File: src/c02pd_pkg.sv
// Package for the 65C02 instruction predecoder.
// Holds the addressing-mode codes, opcode constants, the opcode matrix and the result type.
// No dependencies.
package c02pd_pkg;

  // Addressing-mode codes as reported on the result channel.
  typedef enum logic [4:0] {
    AM_IMP = 5'd0,
    AM_ACC = 5'd1,
    AM_IMM = 5'd2,
    AM_ZP  = 5'd3,
    AM_ZPX = 5'd4,
    AM_ZPY = 5'd5,
    AM_IZX = 5'd6,
    AM_IZY = 5'd7,
    AM_IZP = 5'd8,
    AM_ABS = 5'd9,
    AM_ABX = 5'd10,
    AM_ABY = 5'd11,
    AM_IND = 5'd12,
    AM_IAX = 5'd13,
    AM_REL = 5'd14,
    AM_ZPR = 5'd15,
    AM_ILL = 5'd16
  } addr_mode_t;

  // Opcodes that need special handling beyond their addressing mode.
  localparam logic [7:0] OPC_BRK     = 8'h00;
  localparam logic [7:0] OPC_JSR     = 8'h20;
  localparam logic [7:0] OPC_RTI     = 8'h40;
  localparam logic [7:0] OPC_JMP_ABS = 8'h4C;
  localparam logic [7:0] OPC_RTS     = 8'h60;
  localparam logic [7:0] OPC_JMP_IND = 8'h6C;
  localparam logic [7:0] OPC_JMP_IAX = 8'h7C;
  localparam logic [7:0] OPC_BRA     = 8'h80;
  localparam logic [7:0] OPC_STP     = 8'hDB;

  // Full opcode matrix, indexed by the opcode byte. Undefined opcodes map to AM_ILL.
  localparam addr_mode_t MODE_TABLE [256] = '{
    AM_IMP, AM_IZX, AM_ILL, AM_ILL, AM_ZP,  AM_ZP,  AM_ZP,  AM_ZP,
    AM_IMP, AM_IMM, AM_ACC, AM_ILL, AM_ABS, AM_ABS, AM_ABS, AM_ZPR,
    AM_REL, AM_IZY, AM_IZP, AM_ILL, AM_ZP,  AM_ZPX, AM_ZPX, AM_ZP,
    AM_IMP, AM_ABY, AM_ACC, AM_ILL, AM_ABS, AM_ABX, AM_ABX, AM_ZPR,
    AM_ABS, AM_IZX, AM_ILL, AM_ILL, AM_ZP,  AM_ZP,  AM_ZP,  AM_ZP,
    AM_IMP, AM_IMM, AM_ACC, AM_ILL, AM_ABS, AM_ABS, AM_ABS, AM_ZPR,
    AM_REL, AM_IZY, AM_IZP, AM_ILL, AM_ZPX, AM_ZPX, AM_ZPX, AM_ZP,
    AM_IMP, AM_ABY, AM_ACC, AM_ILL, AM_ABX, AM_ABX, AM_ABX, AM_ZPR,
    AM_IMP, AM_IZX, AM_ILL, AM_ILL, AM_ILL, AM_ZP,  AM_ZP,  AM_ZP,
    AM_IMP, AM_IMM, AM_ACC, AM_ILL, AM_ABS, AM_ABS, AM_ABS, AM_ZPR,
    AM_REL, AM_IZY, AM_IZP, AM_ILL, AM_ILL, AM_ZPX, AM_ZPX, AM_ZP,
    AM_IMP, AM_ABY, AM_IMP, AM_ILL, AM_ILL, AM_ABX, AM_ABX, AM_ZPR,
    AM_IMP, AM_IZX, AM_ILL, AM_ILL, AM_ZP,  AM_ZP,  AM_ZP,  AM_ZP,
    AM_IMP, AM_IMM, AM_ACC, AM_ILL, AM_IND, AM_ABS, AM_ABS, AM_ZPR,
    AM_REL, AM_IZY, AM_IZP, AM_ILL, AM_ZPX, AM_ZPX, AM_ZPX, AM_ZP,
    AM_IMP, AM_ABY, AM_IMP, AM_ILL, AM_IAX, AM_ABX, AM_ABX, AM_ZPR,
    AM_REL, AM_IZX, AM_ILL, AM_ILL, AM_ZP,  AM_ZP,  AM_ZP,  AM_ZP,
    AM_IMP, AM_IMM, AM_IMP, AM_ILL, AM_ABS, AM_ABS, AM_ABS, AM_ZPR,
    AM_REL, AM_IZY, AM_IZP, AM_ILL, AM_ZPX, AM_ZPX, AM_ZPY, AM_ZP,
    AM_IMP, AM_ABY, AM_IMP, AM_ILL, AM_ABS, AM_ABX, AM_ABX, AM_ZPR,
    AM_IMM, AM_IZX, AM_IMM, AM_ILL, AM_ZP,  AM_ZP,  AM_ZP,  AM_ZP,
    AM_IMP, AM_IMM, AM_IMP, AM_ILL, AM_ABS, AM_ABS, AM_ABS, AM_ZPR,
    AM_REL, AM_IZY, AM_IZP, AM_ILL, AM_ZPX, AM_ZPX, AM_ZPY, AM_ZP,
    AM_IMP, AM_ABY, AM_IMP, AM_ILL, AM_ABX, AM_ABX, AM_ABY, AM_ZPR,
    AM_IMM, AM_IZX, AM_ILL, AM_ILL, AM_ZP,  AM_ZP,  AM_ZP,  AM_ZP,
    AM_IMP, AM_IMM, AM_IMP, AM_IMP, AM_ABS, AM_ABS, AM_ABS, AM_ZPR,
    AM_REL, AM_IZY, AM_IZP, AM_ILL, AM_ILL, AM_ZPX, AM_ZPX, AM_ZP,
    AM_IMP, AM_ABY, AM_IMP, AM_IMP, AM_ILL, AM_ABX, AM_ABX, AM_ZPR,
    AM_IMM, AM_IZX, AM_ILL, AM_ILL, AM_ZP,  AM_ZP,  AM_ZP,  AM_ZP,
    AM_IMP, AM_IMM, AM_IMP, AM_ILL, AM_ABS, AM_ABS, AM_ABS, AM_ZPR,
    AM_REL, AM_IZY, AM_IZP, AM_ILL, AM_ILL, AM_ZPX, AM_ZPX, AM_ZP,
    AM_IMP, AM_ABY, AM_IMP, AM_ILL, AM_ILL, AM_ABX, AM_ABX, AM_ZPR
  };

  // Instruction length in bytes for each addressing mode.
  function automatic logic [1:0] mode_length(input addr_mode_t mode);
    logic [1:0] len;
    case (mode)
      AM_IMP, AM_ACC, AM_ILL: len = 2'd1;
      AM_ABS, AM_ABX, AM_ABY, AM_IND, AM_IAX, AM_ZPR: len = 2'd3;
      default: len = 2'd2;
    endcase
    return len;
  endfunction

  // One decoded instruction.
  typedef struct packed {
    logic [1:0]  instr_length;
    addr_mode_t  addr_mode;
    logic        is_illegal;
    logic        is_halt;
    logic        is_relative;
    logic        is_jump;
    logic        is_conditional;
    logic        is_call;
    logic        is_return;
    logic [15:0] flow_target;
  } result_t;

endpackage

File: src/c02pd_in_if.sv
// Instruction channel of the 65C02 predecoder: address and three instruction bytes.
// Depends on nothing.
interface c02pd_in_if;
  logic        valid;
  logic        ready;
  logic [15:0] instr_addr;
  logic [7:0]  opcode_byte;
  logic [7:0]  operand_low;
  logic [7:0]  operand_high;

  modport source (output valid, instr_addr, opcode_byte, operand_low, operand_high,
                  input ready);
  modport sink (input valid, instr_addr, opcode_byte, operand_low, operand_high,
                output ready);
endinterface

File: src/c02pd_out_if.sv
// Result channel of the 65C02 predecoder: length, addressing mode, flow flags, target.
// Depends on nothing.
interface c02pd_out_if;
  logic        valid;
  logic        ready;
  logic [1:0]  instr_length;
  logic [4:0]  addr_mode;
  logic        is_illegal;
  logic        is_halt;
  logic        is_relative;
  logic        is_jump;
  logic        is_conditional;
  logic        is_call;
  logic        is_return;
  logic [15:0] flow_target;

  modport source (output valid, instr_length, addr_mode, is_illegal, is_halt, is_relative,
                  is_jump, is_conditional, is_call, is_return, flow_target,
                  input ready);
  modport sink (input valid, instr_length, addr_mode, is_illegal, is_halt, is_relative,
                is_jump, is_conditional, is_call, is_return, flow_target,
                output ready);
endinterface

File: src/c02pd_decode.sv
// Combinational decode of one 65C02 instruction into a c02pd_pkg::result_t.
// Depends on c02pd_pkg.
module c02pd_decode (
  input  logic [15:0]          instr_addr,
  input  logic [7:0]           opcode_byte,
  input  logic [7:0]           operand_low,
  input  logic [7:0]           operand_high,
  output c02pd_pkg::result_t   decoded
);

  c02pd_pkg::addr_mode_t mode;
  logic [15:0] word;
  logic [15:0] rel_target;
  logic [15:0] bit_target;
  logic [15:0] target;

  // Opcode matrix lookup.
  assign mode = c02pd_pkg::MODE_TABLE[opcode_byte];
  assign word = {operand_high, operand_low};

  // Branch targets wrap at 16 bits.
  assign rel_target = instr_addr + 16'd2 + {{8{operand_low[7]}}, operand_low};
  assign bit_target = instr_addr + 16'd3 + {{8{operand_high[7]}}, operand_high};

  // Flow classification follows the addressing mode first, then specific opcodes.
  always_comb begin
    decoded = '0;
    decoded.instr_length = c02pd_pkg::mode_length(mode);
    decoded.addr_mode = mode;
    target = '0;
    if (mode == c02pd_pkg::AM_ILL) begin
      decoded.is_illegal = 1'b1;
      decoded.is_halt = 1'b1;
    end else if (mode == c02pd_pkg::AM_REL) begin
      decoded.is_relative = 1'b1;
      decoded.is_jump = 1'b1;
      decoded.is_conditional = (opcode_byte != c02pd_pkg::OPC_BRA);
      target = rel_target;
    end else if (mode == c02pd_pkg::AM_ZPR) begin
      decoded.is_relative = 1'b1;
      decoded.is_jump = 1'b1;
      decoded.is_conditional = 1'b1;
      target = bit_target;
    end else if (opcode_byte == c02pd_pkg::OPC_JSR) begin
      decoded.is_call = 1'b1;
      target = word;
    end else if (opcode_byte == c02pd_pkg::OPC_JMP_ABS ||
                 opcode_byte == c02pd_pkg::OPC_JMP_IND ||
                 opcode_byte == c02pd_pkg::OPC_JMP_IAX) begin
      decoded.is_jump = 1'b1;
      target = word;
    end else if (opcode_byte == c02pd_pkg::OPC_RTI ||
                 opcode_byte == c02pd_pkg::OPC_RTS) begin
      decoded.is_return = 1'b1;
    end else if (opcode_byte == c02pd_pkg::OPC_BRK ||
                 opcode_byte == c02pd_pkg::OPC_STP) begin
      decoded.is_halt = 1'b1;
    end
    decoded.flow_target = target;
  end

endmodule

File: src/cmos_6502_instruction_predecode_core.sv
// 65C02 instruction predecoder, top level.
// Each instruction passes the input register and then the result register.
// Throughput: one instruction per cycle while result.ready is not held low; the opcode table
// lookup and the two 16-bit branch-target adds sit between the two registers.
// Reset: synchronous active-high rst empties both stages; no results are pending after it.
module cmos_6502_instruction_predecode_core (
  input  logic               clk,
  input  logic               rst,
  c02pd_in_if.sink           instr,
  c02pd_out_if.source        result
);

  logic               stage_valid;
  logic [15:0]        stage_addr;
  logic [7:0]         stage_opcode;
  logic [7:0]         stage_low;
  logic [7:0]         stage_high;
  logic               out_valid;
  c02pd_pkg::result_t out_data;
  c02pd_pkg::result_t decoded;
  logic               advance;

  // The result register can take a new value when empty or when its transaction completes.
  assign advance = !out_valid || result.ready;
  assign instr.ready = !stage_valid || advance;

  // Input register.
  always_ff @(posedge clk) begin
    if (rst) begin
      stage_valid <= 1'b0;
    end else if (instr.ready) begin
      stage_valid <= instr.valid;
    end
  end

  always_ff @(posedge clk) begin
    if (instr.ready && instr.valid) begin
      stage_addr   <= instr.instr_addr;
      stage_opcode <= instr.opcode_byte;
      stage_low    <= instr.operand_low;
      stage_high   <= instr.operand_high;
    end
  end

  c02pd_decode u_decode (
    .instr_addr   (stage_addr),
    .opcode_byte  (stage_opcode),
    .operand_low  (stage_low),
    .operand_high (stage_high),
    .decoded      (decoded)
  );

  // Result register.
  always_ff @(posedge clk) begin
    if (rst) begin
      out_valid <= 1'b0;
    end else if (advance) begin
      out_valid <= stage_valid;
    end
  end

  always_ff @(posedge clk) begin
    if (advance && stage_valid) begin
      out_data <= decoded;
    end
  end

  // Drive the result channel.
  assign result.valid          = out_valid;
  assign result.instr_length   = out_data.instr_length;
  assign result.addr_mode      = out_data.addr_mode;
  assign result.is_illegal     = out_data.is_illegal;
  assign result.is_halt        = out_data.is_halt;
  assign result.is_relative    = out_data.is_relative;
  assign result.is_jump        = out_data.is_jump;
  assign result.is_conditional = out_data.is_conditional;
  assign result.is_call        = out_data.is_call;
  assign result.is_return      = out_data.is_return;
  assign result.flow_target    = out_data.flow_target;

  // In the cycle after reset no result may be pending.
  assert property (@(posedge clk) rst |=> !result.valid)
    else $error("result valid right after reset");

  // Undefined opcodes are single-byte halting entries with no target.
  assert property (@(posedge clk) disable iff (rst)
    (result.valid && result.is_illegal) |->
      (result.instr_length == 2'd1 && result.is_halt && result.flow_target == 16'd0))
    else $error("illegal opcode decoded inconsistently");

  // The target is only reported for jumps and calls.
  assert property (@(posedge clk) disable iff (rst)
    (result.valid && !result.is_jump && !result.is_call) |-> result.flow_target == 16'd0)
    else $error("target set on a non-transfer instruction");

  // Conditional branches are relative, and relative branches are jumps.
  assert property (@(posedge clk) disable iff (rst)
    (result.valid && result.is_conditional) |-> (result.is_relative && result.is_jump))
    else $error("conditional flag without a relative branch");

  // A held input stage must still be there once the result register drains.
  assert property (@(posedge clk) disable iff (rst)
    (stage_valid && !advance) |=> stage_valid)
    else $error("input stage lost an item under backpressure");

endmodule
File: src/flat_wrapper.sv
// flat-port wrapper written by rule: the top's interface ports become plain ports
module cmos_6502_instruction_predecode_core_flat 
  (clk, rst, instr_valid, instr_instr_addr, instr_opcode_byte, instr_operand_low, instr_operand_high, instr_ready, result_valid, result_instr_length, result_addr_mode, result_is_illegal, result_is_halt, result_is_relative, result_is_jump, result_is_conditional, result_is_call, result_is_return, result_flow_target, result_ready);
  c02pd_in_if instr_i ();
  c02pd_out_if result_i ();
  input  logic clk;
  input  logic rst;
  input wire logic [$bits(instr_i.valid)-1:0] instr_valid;
  input wire logic [$bits(instr_i.instr_addr)-1:0] instr_instr_addr;
  input wire logic [$bits(instr_i.opcode_byte)-1:0] instr_opcode_byte;
  input wire logic [$bits(instr_i.operand_low)-1:0] instr_operand_low;
  input wire logic [$bits(instr_i.operand_high)-1:0] instr_operand_high;
  output wire logic [$bits(instr_i.ready)-1:0] instr_ready;
  output wire logic [$bits(result_i.valid)-1:0] result_valid;
  output wire logic [$bits(result_i.instr_length)-1:0] result_instr_length;
  output wire logic [$bits(result_i.addr_mode)-1:0] result_addr_mode;
  output wire logic [$bits(result_i.is_illegal)-1:0] result_is_illegal;
  output wire logic [$bits(result_i.is_halt)-1:0] result_is_halt;
  output wire logic [$bits(result_i.is_relative)-1:0] result_is_relative;
  output wire logic [$bits(result_i.is_jump)-1:0] result_is_jump;
  output wire logic [$bits(result_i.is_conditional)-1:0] result_is_conditional;
  output wire logic [$bits(result_i.is_call)-1:0] result_is_call;
  output wire logic [$bits(result_i.is_return)-1:0] result_is_return;
  output wire logic [$bits(result_i.flow_target)-1:0] result_flow_target;
  input wire logic [$bits(result_i.ready)-1:0] result_ready;
  assign instr_i.valid = instr_valid;
  assign instr_i.instr_addr = instr_instr_addr;
  assign instr_i.opcode_byte = instr_opcode_byte;
  assign instr_i.operand_low = instr_operand_low;
  assign instr_i.operand_high = instr_operand_high;
  assign instr_ready = instr_i.ready;
  assign result_valid = result_i.valid;
  assign result_instr_length = result_i.instr_length;
  assign result_addr_mode = result_i.addr_mode;
  assign result_is_illegal = result_i.is_illegal;
  assign result_is_halt = result_i.is_halt;
  assign result_is_relative = result_i.is_relative;
  assign result_is_jump = result_i.is_jump;
  assign result_is_conditional = result_i.is_conditional;
  assign result_is_call = result_i.is_call;
  assign result_is_return = result_i.is_return;
  assign result_flow_target = result_i.flow_target;
  assign result_i.ready = result_ready;
  cmos_6502_instruction_predecode_core u_core (.clk(clk), .rst(rst), .instr(instr_i), .result(result_i));
endmodule
File: config.mk
export PLATFORM = sky130hd
export DESIGN_NAME = cmos_6502_instruction_predecode_core_flat
export DESIGN_NICKNAME = d
export VERILOG_FILES = /design/src/c02pd_pkg.sv /design/src/c02pd_in_if.sv /design/src/c02pd_out_if.sv /design/src/c02pd_decode.sv /design/src/cmos_6502_instruction_predecode_core.sv /design/src/flat_wrapper.sv
export SDC_FILE = /design/constraint.sdc
export NUM_CORES = 1
export LEC_CHECK = 0
export BUFFER_PORTS_ARGS = -buffer_cell sky130_fd_sc_hd__buf_2
export CAP_MARGIN = 20
export CORE_ASPECT_RATIO = 0.6
export CORE_MARGIN = 2
export CORE_UTILIZATION = 58
export DETAILED_ROUTE_END_ITERATION = 8
export MAX_ROUTING_LAYER = met4
export PLACE_DENSITY_LB_ADDON = 0.3
export SLEW_MARGIN = 20
export SYNTH_ARGS = -nofsm -noshare
export SYNTH_HDL_FRONTEND = slang
export SYNTH_HIERARCHICAL = 1
export SYNTH_SLANG_ARGS = --single-unit
File: constraint.sdc
create_clock -name clk -period 3.78 [get_ports clk]
set_input_delay 0.189 -clock clk [delete_from_list [all_inputs] [get_ports clk]]
set_output_delay 0.189 -clock clk [all_outputs]
set_load 0.03 [all_outputs]
==> flow_metrics.py <==
metrics = {
    "logic_synthesis": {
        "post-synth-top-count-cell": "edfxtp_1",
        "postSynthAreaPerCell_um2": 10.30,
        "ys_ff_latch": 72,
        "synth_top_cell_by_area": "edfxtp_1",
        "synthTopCellsByCount": "70 x edfxtp_1, 65 x ha_1, 36 x o21ai_0, 34 x nand2_1, 34 x nor2_1",
        "synth_area_leaders": "edfxtp_1 40%, ha_1 16%, xnor2_1 3.5%",
        "synthesis.area_um2": 5231,
        "synth_cell_type_count": 72,
        "yosysSeqAreaShare_pct": 40.95,
        "synth-edff-count": 70,
        "synthCells": 508,
        "synth.net_count": 619,
        "synth_ff_type": "edfxtp_1",
        "synth_top_area_share_pct": 40.18,
        "synth-async-reset-ratio_pct": 0,
        "ys_warn_count": 6,
    },
    "clocking": {
        "clock-sinks": 72,
        "root_buffer": "clkbuf_16",
        "cts_buffers": 9,
        "holdBufCountCts": 0,
        "h-tree-depth": 3,
        "path_clk_slew_ns": 0.06,
        "clock_path_buffers": 2,
        "worstSkewPairLatency_ns": 0.33,
        "cts_tree": "yes",
    },
    "final_layout": {
        "final-seq-area_um2": 2142,
        "final_nets": 700,
        "n_antenna_cell": 0,
        "drive_above_1_share_pct": 21.92,
        "multi_input_area_um2": 2897,
        "fillCellCount": 632,
        "area_growth_pct": 16.26,
        "final_cells": 705,
    },
    "floorplan": {
        "chipHeight_um": 77.57,
        "die_w_um": 126.6,
        "initial_core_util_pct": 60.68,
        "core_area_um2": 8621,
        "die-area_um2": 9820,
        "boundaryPins": 76,
        "fp-row-count": 26,
    },
    "placed_design": {
        "dp_slack_ns": 0.2156,
        "port_buffers": 75,
        "dp_cells": 688,
        "hpwl_um": 9751,
        "place_congestion": 0.9864,
    },
    "detailed_routing": {
        "first_iter_violations": 488,
        "vias_per_cell": 6.216,
        "via_count": 4382,
        "drc": 0,
        "route.final.wire_length_um": 12830,
        "drtAntennaViolNets": 0,
        "firstDrtPassIters": 6,
        "wl_per_cell_um": 18.20,
    },
    "sta": {
        "finalSetupTns_ns": 0,
        "rsz0062_at_grt": "false",
        "worstMarginPinSlew_ns": 0.8718,
        "slew_headroom_pct": 40.38,
        "fin_ws_ns": 0.2816,
        "fmax_mhz": 285.8,
        "finalClockSkew_ns": 0.006049,
        "hold_violations": 0,
        "setup_viol": 0,
        "report.final.slew_viol_count": 0,
        "finalCriticalPeriod_ns": 3.498,
        "finalCritPeriodShare_pct": 92.55,
    },
    "global_route": {
        "antenna_found_initial": 0,
        "grt_pass1_vias": 3889,
        "grt_max_degree": 41,
        "track_usage_pct": 27.24,
        "grt-ovfl-total": 0,
        "grt_pass1_wl_um": 20240,
    },
    "run_status": {
        "outcome": "complete, no violations",
    },
    "job": {
        "maxCapViolCount": 0,
    },
    "critical_path": {
        "critPathArrivalTime_ns": 3.57,
        "start_kind": "flop",
        "cp_data_required_time_ns": 3.85,
        "critPathKind": "reg -> reg",
        "end_kind": "flop",
        "critPathMaxFanout": 8,
    },
    "power": {
        "cellPowerDensity_nw_per_um2": 407.4,
        "ir_drop_v": 0.0003738,
        "leakage_nw": 2.589,
    },
    "worst_hold_path": {
        "holdCritPathClass": "in -> reg",
    },
}
[per-stage QoR]
step / hold WS (ns) / area [µm²] / power, mW / util [%]
4_1_cts: 0.01816 / 6065 / 2.479 / 70.35
3_5_place_dp: 0.3671 / 5778 / 1.657 / 67.02
5_1_grt: 0.01947 / 6082 / 2.603 / 70.55
6_report: 0.02973 / 6082 / 2.478 / 70.55
3_3_place_gp: 0.3647 / 5778 / 1.642 / 67.02
2_1_floorplan: 0.2514 / 5231 / 1.471 / -
[critical path, cell delays in order (launching register included)]
cell      delay (ns)
edfxtp_1        0.42
inv_1           0.16
ha_1            0.44
or2_2           0.16
a31oi_1         0.09
a211oi_1        0.25
o21ai_0         0.14
a32o_1          0.30
or4_1           0.67
and3_1          0.22
or3_1           0.36
[logic make-up (layout without fill, tap and decap cells)]
kind of cell             Yosys count  after routing  synth area share, %
AO/OA/AOI/OAI                    137            137                17.41
flip-flops                        72             72                40.95
adder cells (fa/ha/maj)           67             67                16.31
multiplexers                      12             12                2.655
AND/OR/NAND/NOR                  145            145                14.26
buffers and inverters             48            133                3.898
XOR/XNOR                          27             27                4.521
[path summary, 6_finish.rpt]
kind              slack, ns                                      end  depth (start not counted)                             start
hold reg to reg        0.51         u_core/result.valid$_SDFFE_PP0P_                          2   u_core/stage_valid$_SDFFE_PP0P_
hold / removal         0.03           u_core/stage_high[3]$_DFFE_PP_                          1             instr_operand_high[3]
setup reg to reg       0.28  u_core/result.flow_target[11]$_DFFE_PP_                         10  u_core/stage_opcode[1]$_DFFE_PP_
setup / recovery       0.28  u_core/result.flow_target[11]$_DFFE_PP_                         10  u_core/stage_opcode[1]$_DFFE_PP_
[final cells by class]
class / count / share of cell area [%]
tap: 112 / 2.304
multi-input combinational: 388 / 47.62
inverter: 25 / 1.543
clock buffer: 9 / 3.703
timing repair buffer: 93 / 8.599
clock inverter: 6 / 1.008
sequential: 72 / 35.22
[layer usage]
layer | GRT usage, % | wire, µm | share of wire (%)
met1 | 43.39 | 6323 | 49
met2 | 33.85 | 4910 | 38
met3 | 7.655 | 1540 | 12
met4 | 5.165 | 58 | 0.45
met5 | - | 0 | 0
[where the power goes]
group	total, mW	switching (mW)	internal [mW]	leakage [nW]
sequential	0.976	0.0407	0.935	0.679
combinational	0.692	0.407	0.285	1.78
clock	0.810	0.308	0.503	0.131
total	2.48	0.756	1.72	2.59
[layout by cell type (no fill, tap or decap), types with 8 or more instances in the layout]
cell type / instances
nor3_1: 16
nor2_1: 34
a21o_1: 11
clkbuf_16: 9
buf_4: 17
ha_1: 64
inv_1: 24
xnor2_1: 21
buf_2: 75
a21oi_1: 26
a211oi_1: 8
o21ai_0: 36
nand2_1: 34
edfxtp_1: 70
nand3_1: 19
[sequential cells by signal (all words and copies together) (netlist names)]
| signal | flops |
|---|---|
| u_core/stage_high | 8 |
| u_core/result.is_jump | 1 |
| u_core/result.addr_mode | 5 |
| u_core/result.valid | 1 |
| u_core/result.is_conditional | 1 |
| u_core/stage_addr | 16 |
| u_core/result.is_illegal | 1 |
| u_core/result.instr_length | 2 |
| u_core/stage_low | 8 |
| u_core/result.is_relative | 1 |
| u_core/result.flow_target | 16 |
| u_core/stage_valid | 1 |
| u_core/stage_opcode | 8 |
| u_core/result.is_return | 1 |
| u_core/result.is_halt | 1 |
| u_core/result.is_call | 1 |
[timing repair]
| item | in CTS | in global routing |
|---|---|---|
| endpoints found under the setup margin | 0 | 1 |
| resized for setup | 0 | 1 |
| setup buffers | 0 | 2 |
No activity file was read; power rests on OpenSTA's default activity.
